==> config.mk <==
export PLATFORM = sky130hd
export DESIGN_NAME = calendar_datetime_add_subtract
export DESIGN_NICKNAME = d
export VERILOG_FILES = /design/src/rtl/core/cdt_pkg.sv /design/src/rtl/core/cdt_div.sv /design/src/rtl/core/cdt_datapath.sv /design/src/rtl/core/cdt_ctrl.sv /design/src/rtl/core/calendar_datetime_add_subtract.sv
export SDC_FILE = /design/constraint.sdc
export NUM_CORES = 2
export LEC_CHECK = 0
export ABC_CLOCK_PERIOD_IN_PS = 11000
export BUFFER_PORTS_ARGS = -buffer_cell sky130_fd_sc_hd__buf_2
export CELL_PAD_IN_SITES_DETAIL_PLACEMENT = 0
export CELL_PAD_IN_SITES_GLOBAL_PLACEMENT = 2
export CORE_MARGIN = 1
export CORE_UTILIZATION = 35
export CTS_CLUSTER_DIAMETER = 120
export DETAILED_ROUTE_END_ITERATION = 12
export PLACE_DENSITY_LB_ADDON = 0.1
export SLEW_MARGIN = 20
export SYNTH_ARGS = -nofsm -noshare
export SYNTH_HDL_FRONTEND = slang
export SYNTH_SLANG_ARGS = --single-unit
==> constraint.sdc <==
create_clock -name clk -period 11 [get_ports clk]
set_input_delay 1.65 -clock clk [delete_from_list [all_inputs] [get_ports clk]]
set_output_delay 1.65 -clock clk [all_outputs]
set_load 0.005 [all_outputs]
==> src/rtl/core/cdt_pkg.sv <==
// Shared types, constants and month-length and leap-year helpers for the date-time add/subtract block.
`default_nettype none
package cdt_pkg;

    localparam int YEAR_W   = 15;   // signed year port width
    localparam int MON_IN_W = 12;   // month amount width
    localparam int AMT_W    = 16;   // day/hour/minute/second amount width
    localparam int WORK_W   = 19;   // signed working width for second..day
    localparam int MV_W     = 14;   // signed working width for month
    localparam int LIN_W    = 17;   // signed linear year width
    localparam int DIV_W    = 17;   // divider dividend width
    localparam int DVR_W    = 9;    // divider divisor / remainder width

    localparam int YEAR_MAX = 9999;
    localparam int YEAR_MIN = -9999;

    typedef enum logic [1:0] {
        MODE_LOAD = 2'd0,
        MODE_ADD  = 2'd1,
        MODE_SUB  = 2'd2,
        MODE_NOP  = 2'd3
    } mode_t;

    typedef enum logic [2:0] {
        S_IDLE,
        S_DSTART,
        S_DWAIT,
        S_CLAMP,
        S_WALK,
        S_FIN
    } state_t;

    typedef enum logic [2:0] {
        ST_SEC,
        ST_MIN,
        ST_HOUR,
        ST_MON,
        ST_LEAP,
        ST_LDLEAP
    } step_t;

    typedef struct packed {
        logic  capture;
        logic  div_start;
        logic  apply;
        step_t step;
        logic  clamp;
        logic  walk;
        logic  commit;
    } cdt_cmd_t;

    typedef struct packed {
        logic  div_done;
        mode_t mode;
        logic  walk_done;
        logic  walk_wrap;
    } cdt_stat_t;

    // Days in a month; leap selects 29 for February
    function automatic logic [4:0] days_in(input logic [3:0] m, input logic leap);
        logic [4:0] d;
        begin
            case (m)
                4'd2:                      d = leap ? 5'd29 : 5'd28;
                4'd4, 4'd6, 4'd9, 4'd11:   d = 5'd30;
                default:                   d = 5'd31;
            endcase
            return d;
        end
    endfunction

    // Leap year from the absolute year modulo 400
    function automatic logic leap_from_mod400(input logic [DVR_W-1:0] r);
        begin
            return (r[1:0] == 2'b00) && (r != 9'd100) && (r != 9'd200) && (r != 9'd300);
        end
    endfunction

endpackage
`default_nettype wire

==> src/rtl/core/cdt_div.sv <==
// Constant divider by 12, 24, 60 or 400 using reciprocal multiplication.
`default_nettype none
module cdt_div (
    input  wire logic                     clk,
    input  wire logic                     rst_n,
    input  wire logic                     start,
    input  wire logic [cdt_pkg::DIV_W-1:0] dividend,
    input  wire logic [cdt_pkg::DVR_W-1:0] divisor,
    output logic [cdt_pkg::DIV_W-1:0]     quotient,
    output logic [cdt_pkg::DVR_W-1:0]     remainder,
    output logic                          done
);
    import cdt_pkg::*;

    localparam int RCP_W  = 16;
    localparam int PROD_W = DIV_W + RCP_W;

    logic [DIV_W-1:0]       x_reg;
    logic [DVR_W-1:0]       dvr_reg;
    logic [4:0]             k_reg;
    logic [PROD_W-1:0]      prod_reg;
    logic                   stage_reg;
    logic                   done_reg;
    logic [DIV_W-1:0]       quo_reg;
    logic [DVR_W-1:0]       rem_reg;
    logic [DIV_W-1:0]       x_sh;
    logic [RCP_W-1:0]       rcp;
    logic [4:0]             k_sel;
    logic [DIV_W-1:0]       q_calc;
    logic [DIV_W+DVR_W-1:0] qd;
    logic [DIV_W-1:0]       r_calc;

    // power-of-two prescale and reciprocal, exact over the full dividend range
    always_comb
    begin
        case (divisor)
            DVR_W'(12):
            begin
                x_sh  = dividend >> 2;
                rcp   = RCP_W'(43691);
                k_sel = 5'd17;
            end
            DVR_W'(24):
            begin
                x_sh  = dividend >> 3;
                rcp   = RCP_W'(43691);
                k_sel = 5'd17;
            end
            DVR_W'(400):
            begin
                x_sh  = dividend >> 4;
                rcp   = RCP_W'(5243);
                k_sel = 5'd17;
            end
            default:
            begin
                // divide by 60
                x_sh  = dividend >> 2;
                rcp   = RCP_W'(34953);
                k_sel = 5'd19;
            end
        endcase
    end

    // quotient from the product, remainder by back-multiplication
    always_comb
    begin
        q_calc = DIV_W'(prod_reg >> k_reg);
        qd     = {{DVR_W{1'b0}}, q_calc} * {{DIV_W{1'b0}}, dvr_reg};
        r_calc = x_reg - qd[DIV_W-1:0];
    end

    always_ff @(posedge clk or negedge rst_n)
    begin
        if (!rst_n)
        begin
            stage_reg <= 1'b0;
            done_reg  <= 1'b0;
        end
        else
        begin
            stage_reg <= start;
            done_reg  <= stage_reg;
        end
    end

    // payload
    always_ff @(posedge clk)
    begin
        if (start)
        begin
            x_reg    <= dividend;
            dvr_reg  <= divisor;
            k_reg    <= k_sel;
            prod_reg <= {{RCP_W{1'b0}}, x_sh} * {{DIV_W{1'b0}}, rcp};
        end
        if (stage_reg)
        begin
            quo_reg <= q_calc;
            rem_reg <= r_calc[DVR_W-1:0];
        end
    end

    assign quotient  = quo_reg;
    assign remainder = rem_reg;
    assign done      = done_reg;

endmodule
`default_nettype wire

==> src/rtl/core/cdt_datapath.sv <==
// Datapath: working date-time registers, carry/borrow steps, month walk and commit.
`default_nettype none
module cdt_datapath (
    input  wire logic                         clk,
    input  wire logic                         rst_n,
    input  wire cdt_pkg::cdt_cmd_t            cmd,
    output cdt_pkg::cdt_stat_t                stat,
    input  wire logic [1:0]                   mode,
    input  wire logic signed [cdt_pkg::YEAR_W-1:0] year_amount,
    input  wire logic [cdt_pkg::MON_IN_W-1:0] month_amount,
    input  wire logic [cdt_pkg::AMT_W-1:0]    day_amount,
    input  wire logic [cdt_pkg::AMT_W-1:0]    hour_amount,
    input  wire logic [cdt_pkg::AMT_W-1:0]    minute_amount,
    input  wire logic [cdt_pkg::AMT_W-1:0]    second_amount,
    output logic signed [cdt_pkg::YEAR_W-1:0] out_year,
    output logic [3:0]                        out_month,
    output logic [4:0]                        out_day,
    output logic [4:0]                        out_hour,
    output logic [5:0]                        out_minute,
    output logic [5:0]                        out_second,
    output logic                              before_era,
    output logic                              error,
    output logic                              done
);
    import cdt_pkg::*;

    // held date-time
    logic signed [YEAR_W-1:0] cur_year_reg;
    logic [3:0]               cur_month_reg;
    logic [4:0]               cur_day_reg;
    logic [4:0]               cur_hour_reg;
    logic [5:0]               cur_minute_reg;
    logic [5:0]               cur_second_reg;
    logic                     err_reg;
    logic                     done_reg;

    // captured item
    mode_t                    mode_reg;
    logic signed [YEAR_W-1:0] ya_reg;
    logic [MON_IN_W-1:0]      ma_reg;
    logic [AMT_W-1:0]         da_reg;
    logic [AMT_W-1:0]         ha_reg;
    logic [AMT_W-1:0]         mia_reg;
    logic [AMT_W-1:0]         sa_reg;

    // working values
    logic signed [WORK_W-1:0] s_reg;
    logic signed [WORK_W-1:0] mi_reg;
    logic signed [WORK_W-1:0] h_reg;
    logic signed [WORK_W-1:0] d_reg;
    logic signed [MV_W-1:0]   m_reg;
    logic signed [LIN_W-1:0]  l_reg;
    logic                     leap_reg;

    // capture helpers
    logic signed [LIN_W-1:0]  lin_cur;
    logic signed [LIN_W-1:0]  n_years;
    logic signed [WORK_W-1:0] sa_x, mia_x, ha_x, da_x;
    logic signed [WORK_W-1:0] cs_x, cmi_x, ch_x, cd_x;
    logic signed [MV_W-1:0]   ma_x, cm_x;

    // divider hookup
    logic signed [WORK_W-1:0] v;
    logic                     v_neg;
    logic [WORK_W-1:0]        v_mag;
    logic [DIV_W-1:0]         dividend;
    logic [DVR_W-1:0]         divisor;
    logic [DIV_W-1:0]         quo;
    logic [DVR_W-1:0]         rem;
    logic                     div_done;
    logic signed [LIN_W-1:0]  abs_l;
    logic [YEAR_W:0]          abs_ya;

    // carry step results
    logic signed [WORK_W-1:0] lo_val;
    logic signed [WORK_W-1:0] hi_delta;

    // walk helpers
    logic [4:0]               dim_cur;
    logic [4:0]               dim_prev;
    logic                     walk_done;
    logic                     walk_wrap;

    // load check
    logic                     load_ok;

    cdt_div u_div (
        .clk       (clk),
        .rst_n     (rst_n),
        .start     (cmd.div_start),
        .dividend  (dividend),
        .divisor   (divisor),
        .quotient  (quo),
        .remainder (rem),
        .done      (div_done)
    );

    // operands for capture
    always_comb
    begin
        lin_cur = (cur_year_reg > 0) ? LIN_W'(cur_year_reg) : LIN_W'(cur_year_reg) + LIN_W'(1);
        n_years = year_amount[YEAR_W-1] ? '0 : LIN_W'(year_amount);
        sa_x    = $signed({{(WORK_W-AMT_W){1'b0}}, second_amount});
        mia_x   = $signed({{(WORK_W-AMT_W){1'b0}}, minute_amount});
        ha_x    = $signed({{(WORK_W-AMT_W){1'b0}}, hour_amount});
        da_x    = $signed({{(WORK_W-AMT_W){1'b0}}, day_amount});
        cs_x    = $signed({{(WORK_W-6){1'b0}}, cur_second_reg});
        cmi_x   = $signed({{(WORK_W-6){1'b0}}, cur_minute_reg});
        ch_x    = $signed({{(WORK_W-5){1'b0}}, cur_hour_reg});
        cd_x    = $signed({{(WORK_W-5){1'b0}}, cur_day_reg});
        ma_x    = $signed({{(MV_W-MON_IN_W){1'b0}}, month_amount});
        cm_x    = $signed({{(MV_W-4){1'b0}}, cur_month_reg});
    end

    // divider operand select by step
    always_comb
    begin
        abs_l  = (l_reg > 0) ? l_reg : (LIN_W'(1) - l_reg);
        abs_ya = ya_reg[YEAR_W-1] ? (YEAR_W+1)'(-$signed({ya_reg[YEAR_W-1], ya_reg}))
                                  : {1'b0, ya_reg};
        v       = '0;
        divisor = DVR_W'(60);
        case (cmd.step)
            ST_SEC:    v = s_reg;
            ST_MIN:    v = mi_reg;
            ST_HOUR:
            begin
                v       = h_reg;
                divisor = DVR_W'(24);
            end
            ST_MON:
            begin
                v       = WORK_W'(m_reg);
                divisor = DVR_W'(12);
            end
            ST_LEAP:   divisor = DVR_W'(400);
            ST_LDLEAP: divisor = DVR_W'(400);
            default:   v = '0;
        endcase
        v_neg = v[WORK_W-1];
        v_mag = v_neg ? WORK_W'(-v) : WORK_W'(v);
        case (cmd.step)
            ST_LEAP:   dividend = DIV_W'(abs_l);
            ST_LDLEAP: dividend = DIV_W'(abs_ya);
            default:   dividend = v_mag[DIV_W-1:0];
        endcase
    end

    // floor carry: low digit and amount passed to the next field
    always_comb
    begin
        if (!v_neg)
        begin
            lo_val   = $signed({{(WORK_W-DVR_W){1'b0}}, rem});
            hi_delta = $signed({{(WORK_W-DIV_W){1'b0}}, quo});
        end
        else if (rem == '0)
        begin
            lo_val   = '0;
            hi_delta = -$signed({{(WORK_W-DIV_W){1'b0}}, quo});
        end
        else
        begin
            lo_val   = $signed({{(WORK_W-DVR_W){1'b0}}, divisor - rem});
            hi_delta = -($signed({{(WORK_W-DIV_W){1'b0}}, quo}) + WORK_W'(1));
        end
    end

    // month walk decisions
    always_comb
    begin
        dim_cur  = days_in(m_reg[3:0], leap_reg);
        dim_prev = days_in(m_reg[3:0] - 4'd1, leap_reg);
        if (mode_reg == MODE_ADD)
        begin
            walk_done = d_reg <= $signed({{(WORK_W-5){1'b0}}, dim_cur});
            walk_wrap = m_reg == MV_W'(12);
        end
        else
        begin
            walk_done = d_reg >= 1;
            walk_wrap = m_reg == MV_W'(1);
        end
    end

    // load field check
    always_comb
    begin
        load_ok = (ya_reg != '0) && (ya_reg >= YEAR_W'(YEAR_MIN)) && (ya_reg <= YEAR_W'(YEAR_MAX))
                  && (ma_reg >= MON_IN_W'(1)) && (ma_reg <= MON_IN_W'(12))
                  && (da_reg >= AMT_W'(1)) && (ha_reg < AMT_W'(24))
                  && (mia_reg < AMT_W'(60)) && (sa_reg < AMT_W'(60));
        if (load_ok && (da_reg > {11'd0, days_in(ma_reg[3:0], leap_reg)}))
            load_ok = 1'b0;
    end

    // working registers
    always_ff @(posedge clk)
    begin
        if (cmd.capture)
        begin
            mode_reg <= mode_t'(mode);
            ya_reg   <= year_amount;
            ma_reg   <= month_amount;
            da_reg   <= day_amount;
            ha_reg   <= hour_amount;
            mia_reg  <= minute_amount;
            sa_reg   <= second_amount;
            if (mode_t'(mode) == MODE_SUB)
            begin
                l_reg  <= lin_cur - n_years;
                m_reg  <= cm_x - ma_x - MV_W'(1);
                d_reg  <= cd_x - da_x;
                h_reg  <= ch_x - ha_x;
                mi_reg <= cmi_x - mia_x;
                s_reg  <= cs_x - sa_x;
            end
            else
            begin
                l_reg  <= lin_cur + n_years;
                m_reg  <= cm_x + ma_x - MV_W'(1);
                d_reg  <= cd_x + da_x;
                h_reg  <= ch_x + ha_x;
                mi_reg <= cmi_x + mia_x;
                s_reg  <= cs_x + sa_x;
            end
        end
        else if (cmd.apply && div_done)
        begin
            case (cmd.step)
                ST_SEC:
                begin
                    s_reg  <= lo_val;
                    mi_reg <= mi_reg + hi_delta;
                end
                ST_MIN:
                begin
                    mi_reg <= lo_val;
                    h_reg  <= h_reg + hi_delta;
                end
                ST_HOUR:
                begin
                    h_reg <= lo_val;
                    d_reg <= d_reg + hi_delta;
                end
                ST_MON:
                begin
                    m_reg <= MV_W'(lo_val) + MV_W'(1);
                    l_reg <= l_reg + LIN_W'(hi_delta);
                end
                ST_LEAP:   leap_reg <= leap_from_mod400(rem);
                ST_LDLEAP: leap_reg <= leap_from_mod400(rem);
                default:   leap_reg <= leap_reg;
            endcase
        end
        else if (cmd.clamp)
        begin
            if (d_reg > $signed({{(WORK_W-5){1'b0}}, dim_cur}))
                d_reg <= $signed({{(WORK_W-5){1'b0}}, dim_cur});
        end
        else if (cmd.walk && !walk_done)
        begin
            if (mode_reg == MODE_ADD)
            begin
                d_reg <= d_reg - $signed({{(WORK_W-5){1'b0}}, dim_cur});
                if (walk_wrap)
                begin
                    m_reg <= MV_W'(1);
                    l_reg <= l_reg + LIN_W'(1);
                end
                else
                    m_reg <= m_reg + MV_W'(1);
            end
            else
            begin
                if (walk_wrap)
                begin
                    // December has 31 days in every year
                    m_reg <= MV_W'(12);
                    l_reg <= l_reg - LIN_W'(1);
                    d_reg <= d_reg + WORK_W'(31);
                end
                else
                begin
                    m_reg <= m_reg - MV_W'(1);
                    d_reg <= d_reg + $signed({{(WORK_W-5){1'b0}}, dim_prev});
                end
            end
        end
    end

    // held date-time, error and result strobe
    always_ff @(posedge clk or negedge rst_n)
    begin
        if (!rst_n)
        begin
            cur_year_reg   <= YEAR_W'(1960);
            cur_month_reg  <= 4'd1;
            cur_day_reg    <= 5'd1;
            cur_hour_reg   <= 5'd0;
            cur_minute_reg <= 6'd0;
            cur_second_reg <= 6'd0;
            err_reg        <= 1'b0;
            done_reg       <= 1'b0;
        end
        else
        begin
            done_reg <= cmd.commit;
            if (cmd.commit)
            begin
                case (mode_reg)
                    MODE_LOAD:
                    begin
                        err_reg <= !load_ok;
                        if (load_ok)
                        begin
                            cur_year_reg   <= ya_reg;
                            cur_month_reg  <= ma_reg[3:0];
                            cur_day_reg    <= da_reg[4:0];
                            cur_hour_reg   <= ha_reg[4:0];
                            cur_minute_reg <= mia_reg[5:0];
                            cur_second_reg <= sa_reg[5:0];
                        end
                    end
                    MODE_ADD, MODE_SUB:
                    begin
                        if (l_reg > LIN_W'(YEAR_MAX))
                        begin
                            // saturate at the top of the range
                            cur_year_reg   <= YEAR_W'(YEAR_MAX);
                            cur_month_reg  <= 4'd12;
                            cur_day_reg    <= 5'd31;
                            cur_hour_reg   <= 5'd23;
                            cur_minute_reg <= 6'd59;
                            cur_second_reg <= 6'd59;
                            err_reg        <= 1'b1;
                        end
                        else if (l_reg < LIN_W'(YEAR_MIN + 1))
                        begin
                            // saturate at the bottom of the range
                            cur_year_reg   <= YEAR_W'(YEAR_MIN);
                            cur_month_reg  <= 4'd1;
                            cur_day_reg    <= 5'd1;
                            cur_hour_reg   <= 5'd0;
                            cur_minute_reg <= 6'd0;
                            cur_second_reg <= 6'd0;
                            err_reg        <= 1'b1;
                        end
                        else
                        begin
                            cur_year_reg   <= (l_reg > 0) ? YEAR_W'(l_reg)
                                                          : YEAR_W'(l_reg - LIN_W'(1));
                            cur_month_reg  <= m_reg[3:0];
                            cur_day_reg    <= d_reg[4:0];
                            cur_hour_reg   <= h_reg[4:0];
                            cur_minute_reg <= mi_reg[5:0];
                            cur_second_reg <= s_reg[5:0];
                            err_reg        <= 1'b0;
                        end
                    end
                    default: err_reg <= 1'b0;
                endcase
            end
        end
    end

    always_comb
    begin
        stat.div_done  = div_done;
        stat.mode      = mode_reg;
        stat.walk_done = walk_done;
        stat.walk_wrap = walk_wrap;
    end

    assign out_year   = cur_year_reg;
    assign out_month  = cur_month_reg;
    assign out_day    = cur_day_reg;
    assign out_hour   = cur_hour_reg;
    assign out_minute = cur_minute_reg;
    assign out_second = cur_second_reg;
    assign before_era = cur_year_reg[YEAR_W-1];
    assign error      = err_reg;
    assign done       = done_reg;

endmodule
`default_nettype wire

==> src/rtl/core/cdt_ctrl.sv <==
// Controller: sequences capture, carry steps, leap lookups, day clamp, month walk and commit.
`default_nettype none
module cdt_ctrl (
    input  wire logic               clk,
    input  wire logic               rst_n,
    input  wire logic               start,
    input  wire logic [1:0]         mode,
    input  wire cdt_pkg::cdt_stat_t stat,
    output cdt_pkg::cdt_cmd_t       cmd,
    output logic                    busy
);
    import cdt_pkg::*;

    state_t state_reg, state_next;
    step_t  step_reg, step_next;
    logic   first_reg, first_next;

    // next state
    always_comb
    begin
        state_next = state_reg;
        step_next  = step_reg;
        first_next = first_reg;
        case (state_reg)
            S_IDLE:
            begin
                if (start)
                begin
                    first_next = 1'b1;
                    case (mode_t'(mode))
                        MODE_LOAD:
                        begin
                            step_next  = ST_LDLEAP;
                            state_next = S_DSTART;
                        end
                        MODE_ADD, MODE_SUB:
                        begin
                            step_next  = ST_SEC;
                            state_next = S_DSTART;
                        end
                        default: state_next = S_FIN;
                    endcase
                end
            end
            S_DSTART: state_next = S_DWAIT;
            S_DWAIT:
            begin
                if (stat.div_done)
                begin
                    case (step_reg)
                        ST_SEC:
                        begin
                            step_next  = ST_MIN;
                            state_next = S_DSTART;
                        end
                        ST_MIN:
                        begin
                            step_next  = ST_HOUR;
                            state_next = S_DSTART;
                        end
                        ST_HOUR:
                        begin
                            step_next  = ST_MON;
                            state_next = S_DSTART;
                        end
                        ST_MON:
                        begin
                            step_next  = ST_LEAP;
                            state_next = S_DSTART;
                        end
                        ST_LEAP:
                        begin
                            first_next = 1'b0;
                            state_next = (first_reg && stat.mode == MODE_SUB) ? S_CLAMP : S_WALK;
                        end
                        default: state_next = S_FIN;
                    endcase
                end
            end
            S_CLAMP: state_next = S_WALK;
            S_WALK:
            begin
                if (stat.walk_done)
                    state_next = S_FIN;
                else if (stat.walk_wrap)
                begin
                    step_next  = ST_LEAP;
                    state_next = S_DSTART;
                end
            end
            S_FIN:   state_next = S_IDLE;
            default: state_next = S_IDLE;
        endcase
    end

    // outputs
    always_comb
    begin
        cmd.capture   = (state_reg == S_IDLE) && start;
        cmd.div_start = state_reg == S_DSTART;
        cmd.apply     = state_reg == S_DWAIT;
        cmd.step      = step_reg;
        cmd.clamp     = state_reg == S_CLAMP;
        cmd.walk      = state_reg == S_WALK;
        cmd.commit    = state_reg == S_FIN;
        busy          = state_reg != S_IDLE;
    end

    always_ff @(posedge clk or negedge rst_n)
    begin
        if (!rst_n)
        begin
            state_reg <= S_IDLE;
            step_reg  <= ST_SEC;
            first_reg <= 1'b0;
        end
        else
        begin
            state_reg <= state_next;
            step_reg  <= step_next;
            first_reg <= first_next;
        end
    end

endmodule
`default_nettype wire

==> src/rtl/core/calendar_datetime_add_subtract.sv <==
// Top level of the Gregorian date-time register with load, add and subtract.
// An item is taken when start is high and busy is low; its one result shows on the
// out_* ports, before_era and error with done high for exactly one cycle, the first
// cycle with busy low again, and the receiver cannot stall it. The outputs keep the
// held date-time between results. After acceptance busy stays high while a load runs
// one constant divide for the leap year and then the commit; the unused mode 3 goes
// straight to the commit. An add runs five constant divides for the second, minute,
// hour and month carries and the first leap lookup, then one walk check and the
// commit; a subtract adds a day clamp before the walk. Each month walked by the day
// carry adds one walk step, and each year boundary that the walk crosses adds a new
// leap lookup.
`default_nettype none
module calendar_datetime_add_subtract (
    input  wire logic                         clk,
    input  wire logic                         rst_n,
    input  wire logic                         start,
    output logic                              busy,
    input  wire logic [1:0]                   mode,
    input  wire logic signed [cdt_pkg::YEAR_W-1:0] year_amount,
    input  wire logic [cdt_pkg::MON_IN_W-1:0] month_amount,
    input  wire logic [cdt_pkg::AMT_W-1:0]    day_amount,
    input  wire logic [cdt_pkg::AMT_W-1:0]    hour_amount,
    input  wire logic [cdt_pkg::AMT_W-1:0]    minute_amount,
    input  wire logic [cdt_pkg::AMT_W-1:0]    second_amount,
    output logic                              done,
    output logic signed [cdt_pkg::YEAR_W-1:0] out_year,
    output logic [3:0]                        out_month,
    output logic [4:0]                        out_day,
    output logic [4:0]                        out_hour,
    output logic [5:0]                        out_minute,
    output logic [5:0]                        out_second,
    output logic                              before_era,
    output logic                              error
);
    import cdt_pkg::*;

    cdt_cmd_t  cmd;
    cdt_stat_t stat;

    cdt_ctrl u_ctrl (
        .clk   (clk),
        .rst_n (rst_n),
        .start (start),
        .mode  (mode),
        .stat  (stat),
        .cmd   (cmd),
        .busy  (busy)
    );

    cdt_datapath u_dp (
        .clk           (clk),
        .rst_n         (rst_n),
        .cmd           (cmd),
        .stat          (stat),
        .mode          (mode),
        .year_amount   (year_amount),
        .month_amount  (month_amount),
        .day_amount    (day_amount),
        .hour_amount   (hour_amount),
        .minute_amount (minute_amount),
        .second_amount (second_amount),
        .out_year      (out_year),
        .out_month     (out_month),
        .out_day       (out_day),
        .out_hour      (out_hour),
        .out_minute    (out_minute),
        .out_second    (out_second),
        .before_era    (before_era),
        .error         (error),
        .done          (done)
    );

endmodule
`default_nettype wire
-- Yosys cells after proc, flatten, opt, wreduce, memory -nomap -nowiden
Cells that the tools add are included.
- word-level logic and storage cells: 304
- output and inout bits: 45
- register bits: 335
- bitwise gates (word level): 1
- $add $sub $neg: 36
- eq/ne operators: 50
- reductions and logical operators: 57
- multiplexer cells: 108
- multipliers: 2
- shift-type cells: 1
- order comparisons: 16
- operator list (operator ; number):
    $mux W19 ; 21
    $mux W17 ; 12
    $mux W14 ; 10
    $pmux W19 S2 ; 2
    $pmux W19 S4 ; 1
    $mux W15 ; 4
    $pmux W15 S2 ; 2
    $add A19 B19 Y19 ; 3
    $pmux W5 S2 ; 5
    $sub A14 B2 Y14 const B ; 3
    $mux W6 ; 6
    $add A17 B17 Y17 ; 2
    $add A5 B16 Y17 ; 2
    $add A6 B16 Y17 ; 2
    $pmux W17 S2 ; 1
    $sub A5 B16 Y17 ; 2
    $sub A6 B16 Y17 ; 2
    $shr A33 B5 Y17 ; 1
    $lt A16 B6 Y1 const B ; 2
    $pmux W16 S2 ; 1
    $mul A15 B16 Y31 ; 1
    $mux W3 ; 10
    $mux W5 ; 6
    $add A14 B2 Y14 const B ; 2
    84 further kinds ; 168

-- Logic depth before layout (Yosys ltp)
- depth in word-level cells: 13
- gate-level depth with buffers: 42

-- By module
From an unflattened synthesis, not the netlist that was laid out.
- cells, all modules: 3796
- area total of the unflattened synthesis: 34312.9 um^2
- by module, submodules not included (module ; cells each ; area each (um^2) ; times used):
    cdt_datapath ; 2768 ; 23826.6 ; 1
    cdt_div ; 957 ; 9903.2 ; 1
    cdt_ctrl ; 71 ; 583.1 ; 1

-- Worst setup path before layout
OpenSTA, ideal clock, no wires.
- kind: flip-flop to flip-flop
- start: reg u_ctrl.step_reg[0]
- end: reg u_dp.u_div.prod_reg[30] (data pin)
- data required time: 10.740 ns
- library setup time: 0.260 ns
- arrival: 9.123 ns
- stages on the path, launching flop included: 39
- setup slack: 1.617 ns
- path through: dfrtp_1 -> buf_6 -> buf_2 -> buf_2 -> clkbuf_1 -> clkbuf_1 -> mux4_2 -> nand2_1 -> ha_1 -> nand3_1 -> or4_1 -> o21ai_0 -> xor2_1 -> o21ai_0 -> o21ai_0 -> a21o_1 -> nor2_1 -> inv_1 -> [3 not listed] -> fa_1 -> fa_1 -> fa_1 -> inv_1 -> fa_1 -> inv_1 -> ha_1 -> a21o_1 -> a21o_1 -> a22o_1 -> a31oi_2 -> a21oi_4 -> o311ai_4 -> o21ai_4 -> o41ai_4 -> o21bai_4 -> a21oi_2 -> xnor2_1
- cells in the longest elaborated chain, start to end: 7
- elaborated cells on any way between the ends: 19
- ends and longest elaborated chain (item ; line ; source):
    from (decl) ; cdt_ctrl.sv:15 ; step_t step_reg, step_next;
    from (signal assigned) ; cdt_ctrl.sv:120 ; step_reg <= step_next;
    $eq A3 B2 Y1 (tied with other cells) ; cdt_datapath.sv:123 ; case (cmd.step)
    $pmux W19 S4 / $reduce_or A2 Y1 (equally long branches) ; - ;
    $neg A17 Y17 / $pmux W9 S3 (equally long branches) ; cdt_datapath.sv:141, cdt_datapath.sv:123 ;
    $mux W17 (tied with other cells) ; cdt_datapath.sv:141 ; v_mag = v_neg ? WORK_W'(-v) : WORK_W'(v);
    $pmux W17 S2 / $reduce_or A2 Y1 (equally long branches) ; - ;
    $pmux W15 S2 / $pmux W16 S2 (equally long branches) ; cdt_div.sv:36 ; case (divisor)
    $mul A15 B16 Y31 * ; cdt_div.sv:95 ; prod_reg <= {{RCP_W{1'b0}}, x_sh} * {{DIV_W{1'b0}}, rcp};
    to (signal assigned) ; cdt_div.sv:95 ;
    to (decl) ; cdt_div.sv:21 ; logic [PROD_W-1:0] prod_reg;
Every way passes the cells marked *; elsewhere a longest branch is shown, timed or not.
A chain may end at the register's enable or synchronous reset.

-- Worst setup path after layout
- start: reg u_dp.l_reg[4]
- end: reg u_dp.u_div.prod_reg[30] (data pin)
- cells in the longest elaborated chain, start to end: 5
- elaborated cells on any way between the ends: 6
- ends and longest elaborated chain (item ; line ; source):
    from (decl) ; cdt_datapath.sv:52 ; logic signed [LIN_W-1:0] l_reg;
    from (signal assigned) ; cdt_datapath.sv:211 ; l_reg <= lin_cur - n_years;
    from (signal assigned) ; cdt_datapath.sv:220 ; l_reg <= lin_cur + n_years;
    from (signal assigned) ; cdt_datapath.sv:249 ; l_reg <= l_reg + LIN_W'(hi_delta);
    $sub A2 B17 Y17 / $gt A17 B1 Y1 (equally long branches) ; cdt_datapath.sv:118 ; abs_l = (l_reg > 0) ? l_reg : (LIN_W'(1) - l_reg);
    $mux W17 * ; cdt_datapath.sv:118 ;
    $pmux W17 S2 * ; cdt_datapath.sv:142 ; case (cmd.step)
    $pmux W15 S2 * ; cdt_div.sv:36 ;
    $mul A15 B16 Y31 * ; cdt_div.sv:95 ;
Marks and branches as above.

==> results.yml <==
status:
  run_status: "completed"
floorplanning:
  core_area_mm2: 0.0921
  start_util: 0.355
  placementRows: 111
  chipHeight_um: 308
  die_area_mm2: 0.0947
  io_pins: 141
  die_x_um: 308
clock_network:
  path_clk_slew_ns: 0.06
  hold_buffers: 0
  clock-sinks: 304
  cts.path.max_buffers: 3
  post_cts_resized: 0
  clk_latency_ns: 0.60
  ctsHtreeMaxLevel: 2
  cts_tree: "built"
  cts_made_buffers: 43
  cts_setup_buffers: 0
  clockRootBuffer: "clkbuf_16"
placement:
  place.gp.congestion: 0.898
  dp_hpwl_um: 99400
  io_buffers: 140
power:
  p_switching_w: 0.000746
  combPwrFrac: 0.080
  peakVddDrop_mv: 0.102
  intPower_w: 0.00214
  p_clk_frac: 0.490
  leakagePower_nw: 15.6
  swShare: 0.259
  pwr-share-seq: 0.430
  powerDensity_mw_per_mm2: 79.3
synth:
  synth_async_sr_flop_share: 0.171
  ys_seq_area_frac: 0.271
  syn_area_per_cell_um2: 8.95
  synth.area.top_cells: "edfxtp_1, ha_1, fa_1"
  netlist.area_leader.share: 0.231
  synthDistinctLibCells: 96
  synthCells: 3659
  synth_seq_cells: 304
  ys.warnings.count: 0
  yosys_most_used_dff: "edfxtp_1"
  yosysTopAreaCell: "edfxtp_1"
  synthesis.area_mm2: 0.0327
  synth-edff-count: 252
global_routing:
  grt_max_degree: 79
  grt_pass1_wl_um: 182000
  grt_overflow: 0
  track_usage: 0.258
  first_global_vias: 27200
  antenna_found_initial: 7
finish:
  register_area_mm2: 0.00888
  drive_gt1_frac: 0.0942
  fillers: 9343
  final_net_count: 4341
  diodes: 0
  multi_input_area_mm2: 0.0219
  area_growth_pct: 11.0
worst_setup_path:
  endpoint_kind: "flop"
  critPathBufInv: 4
  critPathKind: "reg -> reg"
  cp_max_fo: 16
  crit_slowest_cell: "nor4_1"
  crit_family: "compound AO/OA/AOI/OAI gates"
  start_kind: "flop"
  cp_data_required_time_ns: 11.34
  cp_slowest_stage_delay_ns: 0.78
  arrival_ns: 10.20
  cp_common_cell: "fa_1"
route:
  vias: 27700
  first_iter_violations: 2576
  wirelength_um: 123000
  vias_per_cell: 5.51
  ant_nets: 0
  wl_per_cell_um: 24.5
  remaining_drc_errors: 0
  first_pass_iters: 5
sta:
  finalMaxSlewViolations: 0
  fmax_ghz: 0.101
  hold_slack_ns: 0.434
  grt_setup_unrepaired: "false"
  worst-slew-pin-transition_ns: 1.13
  period_minus_slack_ns: 9.85
  setup_viol: 0
  hold_viol: 0
  maxSlewHeadroom: 0.243
  setup_tns_ns: 0
  clock_skew_ns: 0.0261
  timing.final.crit_share: 0.896
job:
  max_cap_viol_count: 0
worst_hold_path:
  min_path_type: "reg -> reg"
==> logic make-up after synthesis <==
logic type | synth area share
AO/OA/AOI/OAI | 0.168
XOR/XNOR | 0.0846
adder cells (fa/ha/maj) | 0.223
buffers and inverters | 0.0640
flip-flops | 0.271
multiplexers | 0.0339
other | 0.000229
AND/OR/NAND/NOR | 0.155
==> cell usage after synthesis, types with 10 or more instances <==
library cell  instances
nand2_1             275
nor3b_1              10
nor2_1              294
nand4_1              36
mux4_2               17
nor4_1               36
mux2i_1              46
ha_1                326
o21bai_1             44
nor3_1               90
or4_1                15
a22oi_1              12
clkbuf_1            116
a21oi_1             246
a31oi_1              40
o31ai_1              20
and4_1               13
a21o_1               50
nand3b_1             12
o21a_1               24
nand2b_1             42
dfrtp_1              44
edfxtp_1            252
xor2_1              125
a211oi_1             34
o21ai_0             217
o22ai_1              35
nor2b_1              45
or2_2                13
inv_1               396
fa_1                161
o211ai_1             32
nand3_1              64
mux2_2               20
buf_1                26
and3_1               27
or3_1                34
xnor2_1             191
and2_1               19
==> final timing paths <==
check | from | to | slack (ns) | cells past startpoint
min in group asynchronous | rst_n | u_dp.out_year[4] | 1.22 | 2
min | u_dp.u_div.x_reg[0] | u_dp.u_div.remainder[0] | 0.43 | 0
max | u_dp.l_reg[4] | u_dp.u_div.prod_reg[30] | 1.15 | 35
max in group asynchronous | rst_n | u_ctrl.step_reg[0] | 9.19 | 2
max reg2reg | u_dp.l_reg[4] | u_dp.u_div.prod_reg[30] | 1.15 | 35
min reg2reg | u_dp.u_div.x_reg[0] | u_dp.u_div.remainder[0] | 0.43 | 0
==> cell usage in the layout (no fill, tap or decap), drive strengths merged, types with 13 or more instances in the layout <==
cell,Yosys,routed
nand3,64,64
edfxtp,252,252
nor2,294,294
or2,14,14
clkbuf,116,50
nor2b,45,45
o211ai,32,32
ha,326,326
nand2,275,275
and4,13,13
mux2,20,20
dfrtp,44,44
a21oi,250,250
xnor2,191,191
buf,38,198
xor2,125,125
o21bai,45,45
nor3,90,90
o22ai,35,35
a21o,50,50
nor4,36,36
a211oi,35,35
nand2b,42,42
or4,16,16
mux4,18,18
mux2i,47,47
a31oi,41,41
or3,34,34
clkinv,0,17
o21a,24,24
o21ai,223,223
nand4,36,36
o31ai,20,20
fa,161,161
and2,19,19
and3,27,27
inv,397,398
==> final cells by class <==
type	count	area share
Clock inverter	28	0.00796
Timing Repair Buffer	198	0.0313
Sequential cell	304	0.244
Tap cell	1243	0.0428
Inverter	397	0.0412
Clock buffer	50	0.0303
Multi-Input combinational cell	2814	0.602
==> power groups by stage <==
stage,Combinational (W),Clock (W),Sequential [W]
final,0.000230,0.00141,0.00124
after detailed placement,0.000227,0,0.00126
after floorplan,0.000121,0,0.00126
after CTS,0.000229,0.00145,0.00124
after global placement,0.000225,0,0.00126
after global routing,0.000251,0.00149,0.00124
==> per-layer routing <==
layer,share of wire,track usage
met1,0.48,0.383
met3,0.053,0.0291
met5,0.00026,0
met4,0.016,0.0477
met2,0.45,0.405
==> per-stage QoR <==
step,worst slack (ns),utilization,power (W),instance area [um2],cells
floorplan,1.62,-,0.00138,32800,3669
global placement,1.33,0.379,0.00149,34900,4956
detailed placement,1.15,0.379,0.00149,34900,4956
CTS,1.11,0.394,0.00292,36300,5034
global route,0.354,0.394,0.00298,36300,5034
finish,1.15,0.394,0.00288,36300,5034
==> worst reg2reg max path, delay by kind of cell (launching register included) <==
kind	cells	cell delay, ns
compound gates	16	3.55
xor+xnor	2	0.17
fa+ha+maj	7	3.17
buf+inv	4	0.55
flops	1	0.64
simple gates	6	1.54
Note: power is estimated with default switching activity, not from simulation.
